[config.mk]
export PLATFORM = sky130hd
export DESIGN_NAME = whb_fifo
export DESIGN_NICKNAME = d
export VERILOG_FILES = /design/src/rtl/whb_fifo.sv
export SDC_FILE = /design/constraint.sdc
export NUM_CORES = 1
export LEC_CHECK = 0
export BUFFER_PORTS_ARGS = -buffer_cell sky130_fd_sc_hd__buf_4
export CORE_MARGIN = 2
export CORE_UTILIZATION = 44
export CTS_CLUSTER_SIZE = 12
export DETAILED_ROUTE_END_ITERATION = 12
export HOLD_SLACK_MARGIN = 0.02
export PLACE_DENSITY = 0.7
export SYNTH_ARGS = -nofsm -noshare
export SYNTH_HDL_FRONTEND = slang
export SYNTH_SLANG_ARGS = --single-unit
[constraint.sdc]
create_clock -name clk -period 1.5 [get_ports clk]
set_input_delay 0.225 -clock clk [delete_from_list [all_inputs] [get_ports clk]]
set_output_delay 0.225 -clock clk [all_outputs]
set_load 0.1 [all_outputs]
[src/rtl/whb_fifo.sv]
`default_nettype none
module whb_fifo #(
	parameter int W     = 8,
	parameter int DEPTH = 2
) (
	input  wire logic         clk,
	input  wire logic         arst_n,
	input  wire logic         wr,
	input  wire logic [W-1:0] wdata,
	output logic              full,
	input  wire logic         rd,
	output logic [W-1:0]      rdata,
	output logic              empty
);
	localparam int AW = (DEPTH > 1) ? $clog2(DEPTH) : 1;

	logic [W-1:0]  mem_q [DEPTH];
	logic [AW-1:0] wp_q, rp_q;
	logic [AW:0]   cnt_q;
	logic          do_wr, do_rd;

	assign full  = (cnt_q == (AW+1)'(DEPTH));
	assign empty = (cnt_q == '0);
	assign do_wr = wr && !full;
	assign do_rd = rd && !empty;
	assign rdata = mem_q[rp_q];

	always_ff @(posedge clk or negedge arst_n) begin
		if (!arst_n) begin
			wp_q  <= '0;
			rp_q  <= '0;
			cnt_q <= '0;
		end else begin
			if (do_wr) begin
				wp_q <= (wp_q == AW'(DEPTH - 1)) ? '0 : wp_q + AW'(1);
			end
			if (do_rd) begin
				rp_q <= (rp_q == AW'(DEPTH - 1)) ? '0 : rp_q + AW'(1);
			end
			if (do_wr && !do_rd) begin
				cnt_q <= cnt_q + (AW+1)'(1);
			end else if (do_rd && !do_wr) begin
				cnt_q <= cnt_q - (AW+1)'(1);
			end
		end
	end

	always_ff @(posedge clk) begin
		if (do_wr) begin
			mem_q[wp_q] <= wdata;
		end
	end
endmodule
`default_nettype wire

# Word level (Yosys, flattened, before mapping)

Memories as Yosys holds them, arrays and structs flattened.
Cells that the tools add are included.
W data, S select, Z words.

Register bits after elaboration: 4
Memory bits (writable): 16
Bits of input ports: 12
Output and inout bits: 10
Word-level logic and storage cells: 25
Memories kept: 1

$add $sub $neg: 4
Equal/unequal tests: 1
Muxes and demuxes: 6
Reductions and logical operators: 10

Memory list:

| name  | words | width | rd ports | clocked after Yosys merged registers in | wr ports | RTL line | RTL |
|---|---|---|---|---|---|---|---|
| mem_q | 2     | 8     | 1        | 0                                       | 1        | 17       | `logic [W-1:0] mem_q [DEPTH];` |

Operators by type and width:

| operator              | number |
|---|---|
| $logic_and A1 B1 Y1   | 4 |
| $logic_not A1 Y1      | 4 |
| $mux W1               | 4 |
| $mux W2               | 2 |
| $add A1 B1 Y1 const B | 2 |
| $add A2 B1 Y2 const B | 1 |
| $eq A2 B2 Y1 const B  | 1 |
| $logic_not A2 Y1      | 1 |
| $reduce_bool A2 Y1    | 1 |
| $sub A2 B1 Y2 const B | 1 |

# Logic depth before layout (Yosys ltp)

Depth in word-level cells: 7
Gate-level depth with buffers: 7
Depth with buffers taken out: 7

# Least setup slack after synthesis

OpenSTA, ideal clock, no wires.

Path type: register to output
From: register cnt_q[0]
To: output port empty
Arrival time: 1.673 ns
Required time: 1.275 ns
Path slack: -0.398 ns
Stages on the path, launching flop included: 2
Path buffers: 0
Path through: dfrtp_1 -> nor2_1

Longest elaborated chain between the ends: 1

RTL lines:

| what                   | RTL line | RTL |
|---|---|---|
| from (decl)            | 19       | `logic [AW:0] cnt_q;` |
| from (signal assigned) | 41       | `cnt_q <= cnt_q + (AW+1)'(1);` |
| from (signal assigned) | 43       | `cnt_q <= cnt_q - (AW+1)'(1);` |
| $logic_not A2 Y1       | 23       | `assign empty = (cnt_q == '0);` |
| to (decl)              | 13       | `output logic empty` |

No other way between the ends.

# Worst setup path after layout

From: register rp_q
To: output port rdata[6]

Longest elaborated chain between the ends: 1

RTL lines:

| what                   | RTL line | RTL |
|---|---|---|
| from (decl)            | 18       | `logic [AW-1:0] wp_q, rp_q;` |
| from (signal assigned) | 38       | `rp_q <= (rp_q == AW'(DEPTH - 1)) ? '0 : rp_q + AW'(1);` |
| $mem_v2 Z2 W8          | -        |  |
| to (decl)              | 12       | `output logic [W-1:0] rdata,` |

No other way between the ends.

==> summary.md <==
| Metric | Value |
|---|---|
| Proportion of layout cells with a drive suffix above 1 | 59.7% |
| Post-synthesis cell area | 782 sq um |
| CP top delay family | flip-flops |
| Failing checks | negative setup slack |
| CTS H-tree depth | 1 |
| Maximum fanout count along the critical path | 5 |
| Area delta synth->final | 47.0% |
| Hold Fails Final Rpt | 0 |
| Final Worst Setup Slack | -0.0475 ns |
| Syn_nets | 57 |
| Fmax | about 650 MHz |
| Std cell rows | 15 |
| Detailed Route Iter0 Violations | 4 |
| Total overflow reported by the global router | 0 |
| Die Span X | 46.2 um |
| Final critical path time including I/O delays and setup | 1.55 ns |
| Root Driver | clkbuf_4 |
| Cells after Synth | 44 |
| Maximum clock skew at final layout | 0.00763 ns |
| Maximum buffer depth of the clock tree | 2 |
| Part of the Yosys area used for sequential elements | 74.2% |
| Number of library cell types mapped by synthesis | 15 |
| Max stage delay on crit path | between 0.3 and 0.4 ns |
| Area of the core | 0.00169 sq mm |
| Vias per std cell | 4.91 |
| Number of clock sinks | 20 |
| Data arrival time at the worst-slack endpoint | roughly 1.3 ns |
| Antenna-violating nets left | 0 |
| Critical path required time | 1.27 ns |
| Number of ports placed on the die boundary | 22 |
| Antenna violations before repair | 0 |
| Number of CTS-inserted buffers | 3 |
| Routability congestion estimate | 0.671 |
| Class of the most critical setup path | flip-flop to output pin |
| Type of the worst min-delay path | primary input to flip-flop |
| Yosys warns | 0 |
| Post-Synthesis Mean Instance Area | 17.8 sq um |
| Result of the run | complete, but fails checks |
| Starting density of the core | a little under half |
| Final HPWL DP | 943 um |
| Count of antenna diodes in the layout | 0 |
| Flops & latches, synth | 20 |
| Tightest Pin Transition | 0.371 ns |
| Number of buffers and inverters on the critical path | 2 |
| Pin count of the biggest net entering global routing | 12 |
| Wire length of the first global-routing pass | approximately 2000 um |
| WL final | 1250 um |
| CTS tree | yes |
| Via count of the first global-routing pass | 451 |
| Max-cap check violation count | 0 |
| Mean routed wirelength per cell | approximately 13 um |
| Slowest cell on crit path | dfrtp_2 |
| Clock edge transition at the registers on the reported setup and hold paths | 0.11 ns |
| Post-route DRC violation count | 0 |
| Startpoint type of the worst setup path | flip-flop |
| Port Buffers | 21 |
| Die area | 0.00213 sq mm |
| Fraction of the cycle the final worst path needs | 103% |
| Pre-antenna DRT Iters | 2 |
| Final-stage net count | 91 |
| GRT Util Overall | 14.1% |
| Critical path endpoint category | output pin |
| Die H | 46.2 um |
| Post-layout utilization of the core | 68.1% |
| Max-slew violations | 0 |
| RSZ-0062 raised after global routing | yes |
| Worst rel slew slack | around 75% |
| Vias after detailed routing | 462 |
| Setup-failing EPs final | 8 |
| Ordered cell list for the critical path | buf_6 -> mux2_2 -> buf_8 |
| Clk_lat worst skew | roughly 0.29 ns |
==> worst paths after layout <==
kind	startpoint	to	slack, ns	cells after the start
hold / removal	wdata[7]	mem_q[0][7]	0.11	1
max in group asynchronous	arst_n	rp_q	1.12	2
hold reg to reg	wp_q	wp_q	0.54	1
min in group asynchronous	arst_n	wp_q	0.26	2
setup reg to reg	cnt_q[1]	cnt_q[1]	0.12	7
setup / recovery	rp_q	rdata[6]	-0.05	3
==> Yosys cell counts (all sizes together) <==
| master | count | share of area [%] |
|---|---|---|
| xnor2 | 3 | 4.3 |
| o21ai | 1 | 0.64 |
| buf | 1 | 0.64 |
| nand2 | 1 | 0.80 |
| dfrtp | 4 | 13 |
| edfxtp | 16 | 61 |
| nand2b | 1 | 0.80 |
| and3 | 1 | 0.80 |
| inv | 2 | 0.96 |
| xor2 | 2 | 2.2 |
| ha | 1 | 1.6 |
| mux2 | 8 | 12 |
| nor2 | 3 | 1.4 |
==> cells in the final DEF (no fill, tap or decap) <==
cell           synthesis  final
dfrtp_2                0      1
buf_8                  0      1
ha_1                   1      1
dfrtp_1                4      3
buf_6                  0      8
xnor2_1                2      2
clkinv_1               0      1
clkbuf_4               0      3
xnor2_2                1      1
o21ai_2                0      1
buf_4                  0     17
and3_1                 1      1
buf_12                 0      3
mux2_2                 2      6
mux2_4                 0      2
xor2_1                 2      2
nand2_2                1      1
dlygate4sd3_1          0      1
nor2_1                 3      2
edfxtp_1              16     16
nand2b_4               0      1
nor2_2                 0      1
inv_1                  2      2
==> metal layers <==
layer | global-route usage (%) | wire length, um
met5 | 0 | 0
met2 | 21.9 | 670
met4 | 8.57 | 17
met3 | 3.53 | 48
met1 | 17.6 | 516
==> through the flow <==
stage          setup WS, ns  TNS (ns)  std cells  hold WS, ns  cell area [sq um]
3_5_place_dp         0.0414         0         84       0.0244                981
5_1_grt             -0.0983    -0.718         94       0.0907               1150
2_1_floorplan        0.0609         0         44      -0.0706                785
4_1_cts             -0.0571    -0.408         92        0.102               1120
3_3_place_gp         0.0895         0         84       0.0264                981
6_report            -0.0475    -0.330         94        0.107               1150
==> sequential cells by signal (all words and copies together), names as in the netlist <==
register  cells
rp_q          1
wp_q          1
mem_q        16
cnt_q         2
==> final cells by class <==
type	instances	area (sq um)
sequential	20	582
fill	124	539
timing repair buffer	30	303
multi-input combinational	21	210
clock buffer	3	22.5
tap	17	21.3
inverter	2	7.51
clock inverter	1	3.75
==> kinds of logic (layout without fill, tap and decap cells) <==
kind of cell               after synthesis  count (layout)  share of synthesized area, %
muxes                                    8               8                          11.5
adders and majority gates                1               1                          1.60
AOI/OAI and AO/OA                        1               1                         0.639
and+or+nand+nor                          6               6                          3.84
buffers and inverters                    3              36                          1.60
DFF                                     20              20                          74.2
xor gates and xnor gates                 5               5                          6.56
==> repair_timing <==
item	4_1_cts	5_1_grt
hold buffers	1	0
buffers inserted	3	2
hold endpoints to repair	4	0
gates resized for setup	22	4
gates cloned	0	0
setup endpoints to repair	9	10
Power is left out: the tool's default activity adds up to more than one toggle a clock period on the data nets, which glitch-free logic cannot reach.
