===== src/rtl/whb_pkg.sv =====
`default_nettype none
package whb_pkg;

	localparam logic [63:0] P0 = 64'ha0761d6478bd642f;
	localparam logic [63:0] P1 = 64'he7037ed1a0b428db;
	localparam logic [63:0] P2 = 64'h8ebc6af09c88c6e3;
	localparam logic [63:0] P3 = 64'h589965cc75374cc3;
	localparam logic [63:0] P4 = 64'h1d8e4e27c47d124f;
	localparam int QUEUE_DEPTH = 2;

	typedef logic [3:0][63:0] words_t;

	typedef enum logic [1:0] {
		ABS_NONE,
		ABS_PRIMARY,
		ABS_SECONDARY,
		ABS_SPLIT
	} abs_kind_t;

	typedef struct packed {
		abs_kind_t kind;
		logic      fin;
		logic      fresh;
	} op_ctl_t;

	typedef enum logic [3:0] {
		S_IDLE,
		S_ABS,
		S_FSET,
		S_RUN1,
		S_WAIT1,
		S_RUN2,
		S_WAIT2,
		S_MIX,
		S_RUN3,
		S_WAIT3
	} back_state_t;

	function automatic logic [63:0] rd8(input words_t g, input logic [4:0] off);
		logic [255:0] t;
		t = g >> {off, 3'b000};
		return t[63:0];
	endfunction

	function automatic logic [63:0] rd4(input words_t g, input logic [4:0] off);
		logic [63:0] t;
		t = rd8(g, off);
		return {32'h0, t[31:0]};
	endfunction

	function automatic logic [7:0] byte_at(input words_t g, input logic [4:0] off);
		logic [63:0] t;
		t = rd8(g, off);
		return t[7:0];
	endfunction

	function automatic logic [63:0] rd3(input words_t g, input logic [5:0] k);
		logic [5:0] km1;
		km1 = k - 6'd1;
		return {40'h0, byte_at(g, 5'd0), byte_at(g, k[5:1]), byte_at(g, km1[4:0])};
	endfunction

endpackage
`default_nettype wire


===== src/rtl/whb_front.sv =====
`default_nettype none
module whb_front #(
	parameter int LEN_BITS = 32
) (
	input  wire logic                clk,
	input  wire logic                arst_n,
	input  wire logic                push,
	output logic                     full,
	input  wire logic [63:0]         data_word,
	input  wire logic [31:0]         msg_len,
	input  wire logic [63:0]         seed_in,
	input  wire logic                last,
	input  wire logic                q_full,
	output logic                     q_push,
	output whb_pkg::op_ctl_t         q_ctl,
	output whb_pkg::words_t          q_words,
	output logic [63:0]              q_seed,
	output logic [LEN_BITS-1:0]      q_len
);
	import whb_pkg::*;

	logic                in_msg_q, fresh_q;
	logic [LEN_BITS-1:0] len_q, taken_q;
	logic [63:0]         seed_q;
	words_t              grp_q;

	logic                acc, take, full8, absorb, cur_fresh;
	logic [LEN_BITS-1:0] cur_len, cur_taken, rem, nt, chunk_end;
	logic [63:0]         cur_seed;
	words_t              cur_grp, new_grp;
	logic [1:0]          idx;
	abs_kind_t           kind;

	always_comb begin
		acc       = push && !q_full;
		cur_len   = in_msg_q ? len_q : LEN_BITS'(msg_len);
		cur_seed  = in_msg_q ? seed_q : seed_in;
		cur_taken = in_msg_q ? taken_q : '0;
		cur_grp   = in_msg_q ? grp_q : '0;
		cur_fresh = in_msg_q ? fresh_q : 1'b1;
		take      = cur_taken < cur_len;
		rem       = cur_len - cur_taken;
		full8     = rem >= LEN_BITS'(8);
		idx       = cur_taken[4:3];
		new_grp   = cur_grp;
		if (take) begin
			new_grp[idx] = data_word;
		end
		nt        = take ? cur_taken + (full8 ? LEN_BITS'(8) : rem) : cur_taken;
		absorb    = take && (idx == 2'd3) && full8 && (cur_len > LEN_BITS'(32));
		chunk_end = cur_len & ~LEN_BITS'(255);
		if (!absorb) begin
			kind = ABS_NONE;
		end else if (nt <= chunk_end) begin
			kind = nt[5] ? ABS_PRIMARY : ABS_SECONDARY;
		end else begin
			kind = ABS_SPLIT;
		end
		q_push  = acc && (absorb || last);
		q_ctl   = '{kind: kind, fin: last, fresh: cur_fresh};
		q_words = new_grp;
		q_seed  = cur_seed;
		q_len   = cur_len;
	end

	assign full = q_full;

	always_ff @(posedge clk or negedge arst_n) begin
		if (!arst_n) begin
			in_msg_q <= 1'b0;
			fresh_q  <= 1'b1;
		end else if (acc) begin
			in_msg_q <= !last;
			fresh_q  <= cur_fresh && !q_push;
		end
	end

	always_ff @(posedge clk) begin
		if (acc) begin
			len_q   <= cur_len;
			seed_q  <= cur_seed;
			taken_q <= nt;
			grp_q   <= absorb ? '0 : new_grp;
		end
	end
endmodule
`default_nettype wire


===== config.mk =====
export PLATFORM = sky130hd
export DESIGN_NAME = whb_front
export DESIGN_NICKNAME = d
export VERILOG_FILES = /design/src/rtl/whb_pkg.sv /design/src/rtl/whb_front.sv
export SDC_FILE = /design/constraint.sdc
export NUM_CORES = 1
export LEC_CHECK = 0
export ABC_AREA = 1
export BUFFER_PORTS_ARGS = -buffer_cell sky130_fd_sc_hd__buf_2
export CELL_PAD_IN_SITES_DETAIL_PLACEMENT = 2
export CELL_PAD_IN_SITES_GLOBAL_PLACEMENT = 2
export CORE_MARGIN = 2
export CORE_UTILIZATION = 31
export DETAILED_ROUTE_END_ITERATION = 10
export PLACE_DENSITY = 0.86
export SLEW_MARGIN = 15
export SYNTH_ARGS = -nofsm -noshare
export SYNTH_HDL_FRONTEND = slang
export SYNTH_SLANG_ARGS = --single-unit

===== constraint.sdc =====
create_clock -name clk -period 24.9 [get_ports clk]
set_input_delay 1.245 -clock clk [delete_from_list [all_inputs] [get_ports clk]]
set_output_delay 1.245 -clock clk [all_outputs]
set_load 0.005 [all_outputs]

Yosys cells after proc, flatten, opt, wreduce, memory -nomap -nowiden

Cells that the tools add are included.

Add/sub/neg operators: 2
Magnitude comparators: 6
Equality and inequality tests: 1
Muxes and demuxes: 14
Reduce and logical (&&, ||, !) cells: 11

Operators by type and width:

| cell                                                                   | count |
|---|---|
| 256-bit two-way mux                                                    | 2 |
| 256-bit bitwise mux                                                    | 1 |
| 64-bit demux with 2-bit select                                         | 1 |
| 32-bit two-way mux                                                     | 4 |
| 64-bit two-way mux                                                     | 2 |
| 32-bit adder                                                           | 1 |
| 32-bit by 4-bit >= comparator with 1-bit output, second input constant | 1 |
| 32-bit by 6-bit > comparator with 1-bit output, second input constant  | 1 |
| 32-bit <= comparator                                                   | 1 |
| 32-bit < comparator                                                    | 1 |
| 32-bit subtractor                                                      | 1 |
| 1-bit logical AND                                                      | 7 |
| 2-bit two-way mux                                                      | 3 |
| 1-bit logical NOT                                                      | 3 |
| 2-bit by 3-bit < comparator with 1-bit output, second input constant   | 1 |
| 2-bit == test, second input constant                                   | 1 |
| 2-bit by 1-bit >= comparator with 1-bit output, second input constant  | 1 |
| 1-bit logical OR                                                       | 1 |
| 1-bit two-way mux                                                      | 1 |

Bits in registers: 386
Bits of input ports: 165
Output and inout bits: 358
Logic and storage cells: 43

Depth between registers and ports, before layout

Depth after elaboration: 9
Depth in mapped cells: 53
Gate-level depth less buffers: 51

Worst setup path before layout

No wires, ideal clock.

Path type: input -> output
Start: input port push
End: output port q_push
Arrival time: 19.028 ns
Required time: 23.655 ns
Setup slack: 4.627 ns
Stages: 4
Path buffers: 0
Cells stage by stage: inv_1 nor2_1 inv_1 nor2_1

Cells in the longest elaborated chain, start to end: 2

Ends and longest elaborated chain:

| item              | line            | source |
|---|---|---|
| start, declared   | whb_front.sv:7  | `input wire logic push,` |
| 1-bit logical AND | whb_front.sv:35 | `acc = push && !q_full;` |
| via acc           | whb_front.sv:27 | `logic acc, take, full8, absorb, cur_fresh;` |
| 1-bit logical AND | whb_front.sv:59 | `q_push = acc && (absorb \|\| last);` |
| end, declared     | whb_front.sv:14 | `output logic q_push,` |

The timed path passes the listed nets, and every way through them passes these cells.

==> summary.md <==
| Metric | Value |
|---|---|
| Worst reg-to-reg path cell count | 23 |
| Port buffer count | 522 |
| Synth top area share | 0.475 |
| RSZ-0062 raised after global routing | no |
| Min-Delay Path Class | input port to asynchronous set/reset pin |
| Area of the multi-input gates | 0.0104 mm2 |
| Relative slew margins | 0.148 |
| Int Power | 1.39 mW |
| PostCTS Resize Cnt | 0 |
| Routability congestion estimate | 0.921 |
| Drt wl/cell | 21.5 um |
| Async S/R FF share, synth | 0.00518 |
| Clk pin slew, worst setup/hold paths | 0.06 ns |
| Clock Power Share | 0.308 |
| Syn. warnings | 0 |
| CTS tree | yes |
| Setup_tns | 0 ns |
| Placed cells | 4679 |
| Reg area | 0.0116 mm2 |
| Leak | 13.3 nW |
| Clock skew | 0.0308 ns |
| Vias per cell | 5.03 |
| Mapped Area | 0.0243 mm2 |
| Post-synth EDFFs | 384 |
| Latest clock arrival within the worst-skew pair | 0.61 ns |
| Logic pwr share | 0.329 |
| Vias in the first global route | 25800 |
| Post-synth top cells | nand2_1, inv_1, edfxtp_1 |
| TritonRoute pass-1 iters | 4 |
| Status | finished clean |
| Die W | 284 um |
| CP max stage delay | 0.92 ns |
| Routing usage on met2 | 0.434 |
| GRT Residual Overflow | 0 |
| Iteration-0 DRC count of the detailed router | 1442 |
| Setup CP Type | flop to output port |
| Syn avg cell area | 7.54 um2 |
| Initial antenna violation count | 6 |
| Slew Limit Fails | 0 |
| I/O Pins | 523 |
| Area delta synth->final | 20.8% |
| Most numerous cell in the Yosys netlist | nand2_1 |
| Post-cts hold buffer count | 0 |
| Final Critical Period | 10.97 ns |
| Required time worst endpoint | 23.65 ns |
| Via count | 24000 |
| Syn Inst Count | 3221 |
| Synth area leaders | edfxtp_1, nand2_1, inv_1 |
| Switching Power | 0.827 mW |
| Initial Util | 0.314 |
| Final setup viols | 0 |
| Cell taking the most area after synthesis | edfxtp_1 |
| Switching Share | 0.373 |
| Post-CTS Setup Repair Bufs | 0 |
| Htree depth | 2 |
| Final period utilization | 0.441 |
| Distinct cells, synth | 58 |
| Largest net degree at the start of global routing | 190 |
| Num CTS Buffers | 48 |
| Slowest CP cell | buf_4 |
| TritonCTS Sinks | 386 |
| Std cell rows | 102 |
| Global Route Usage Sum | 0.246 |
| Worst path most repeated cell | nand2_1 |
| Final ANT Viol Nets | 0 |
| Seq cells post-synth | 386 |
| Pwr Density | 75.4 mW/mm2 |
| M3 GR Usage | 0.0378 |
| Critical Path End Type | output port |
| Filler cell count | 9246 |
| VDD IR-drop max | 70.2 uV |
| Global-route wire length before repair | 155000 um |
| Layout cell share with drive strength beyond 1 | 0.189 |
| Root Buffer | clkbuf_16 |
| CTS max path bufs | 3 |
| Crit Path Max Fanout | 93 |
| Most used routing layer | met2 |
| Worst Tran Pin Value | 1.26 ns |
| Fin cells | 4771 |
| Die area | 0.0806 mm2 |
| CP Launch Type | flop |
| Drt total wl | 103000 um |
| Placeable Area | 0.0775 mm2 |
| Dpl hpwl | 73500 um |
| Register area share after synthesis | 0.477 |
| Sequential share of power | 0.364 |
| Post-route DRC violation count | 0 |
| Met1 Use GR | 0.301 |
| NumNets Final | 3932 |
| Critical Path AT | 9.72 ns |
| Final Hold Fails | 0 |
| Fmax | 91.2 MHz |
| Die Ht | 284 um |
| Top_reg_cell synth | edfxtp_1 |
| Max Cap Viol | 0 |
## routing by layer
metal / part of all wire / routed length, um
met5: 0.00022 / 23
met4: 0.038 / 3860
met3: 0.052 / 5290
met2: 0.50 / 50900
met1: 0.41 / 42500
## power by group through the flow
stage	Clock [mW]	Combinational (mW)	Sequential [mW]
after floorplan	0	0.420	0.826
after global placement	0	0.677	0.814
after detailed placement	0	0.708	0.818
after CTS	0.699	0.723	0.805
after global routing	0.720	0.805	0.810
final	0.682	0.728	0.805
## path summary, 6_finish.rpt
| check | endpoint | startpoint | slack, ns |
|---|---|---|---|
| setup reg to reg | grp_q[233]$_SDFFCE_PP0P_ | in_msg_q$_DFFE_PN0P_ | 16.62 |
| min in group clk | fresh_q$_DFFE_PN1P_ | fresh_q$_DFFE_PN1P_ | 0.52 |
| hold reg to reg | fresh_q$_DFFE_PN1P_ | fresh_q$_DFFE_PN1P_ | 0.52 |
| hold / removal | in_msg_q$_DFFE_PN0P_ | arst_n | 0.44 |
| max in group asynchronous | fresh_q$_DFFE_PN1P_ | arst_n | 24.26 |
| setup / recovery | q_ctl[2] | in_msg_q$_DFFE_PN0P_ | 13.93 |
## sequential cells by signal (all words and copies together), names as in the netlist
signal    count
fresh_q       1
seed_q       64
taken_q      32
len_q        32
in_msg_q      1
grp_q       256
## stage by stage
stage / power, mW / setup slack [ns] / instance area (um2) / hold slack, ns / utilization
final: 2.21 / 13.93 / 29300 / 0.436 / 0.379
after CTS: 2.23 / 13.96 / 29300 / 0.412 / 0.379
after floorplan: 1.25 / 4.63 / 24400 / 0.452 / -
after global placement: 1.49 / 15.04 / 27800 / 0.514 / 0.359
after detailed placement: 1.53 / 14.61 / 27800 / 0.523 / 0.359
after global routing: 2.34 / 13.08 / 29300 / 0.421 / 0.379
## worst max-delay path, delay by kind of cell (launching register included)
family	cells	cell delay [ns]
adders and majority gates	3	0.99
AOI/OAI and AO/OA	5	0.93
DFF	1	0.75
buffers and inverters	6	2.19
and+or+nand+nor	32	4.15
## cell type report
class                      count  share of cell area
antenna                        3            0.000256
clock inverter                30             0.00848
inverter                     474              0.0611
sequential                   386               0.395
multi-input combinational   2236               0.354
clock buffer                  59              0.0423
tap                         1040              0.0443
timing repair buffer         543              0.0952
## placed cells by master, fill, tap and decap left out, types with 15 or more instances in the layout
master,instances
a21oi_1,81
buf_2,522
buf_4,19
clkbuf_16,48
clkinv_1,15
conb_1,23
edfxtp_1,384
ha_1,76
inv_1,466
nand2_1,1056
nand2_2,29
nand3_1,104
nand4_1,19
nor2_1,366
nor3_1,24
o21ai_0,331
or2_2,25
## cell families (layout without fill, tap and decap cells)
| group | Yosys count | count (layout) | share of synthesized area |
|---|---|---|---|
| other | 1 | 26 | 0.000154 |
| buffers and inverters | 621 | 1106 | 0.101 |
| DFF | 386 | 386 | 0.477 |
| adders and majority gates | 78 | 78 | 0.0408 |
| xor gates and xnor gates | 11 | 11 | 0.00397 |
| AOI/OAI and AO/OA | 459 | 459 | 0.0989 |
| and+or+nand+nor | 1665 | 1665 | 0.279 |
Power figures use the tool's default switching activity.
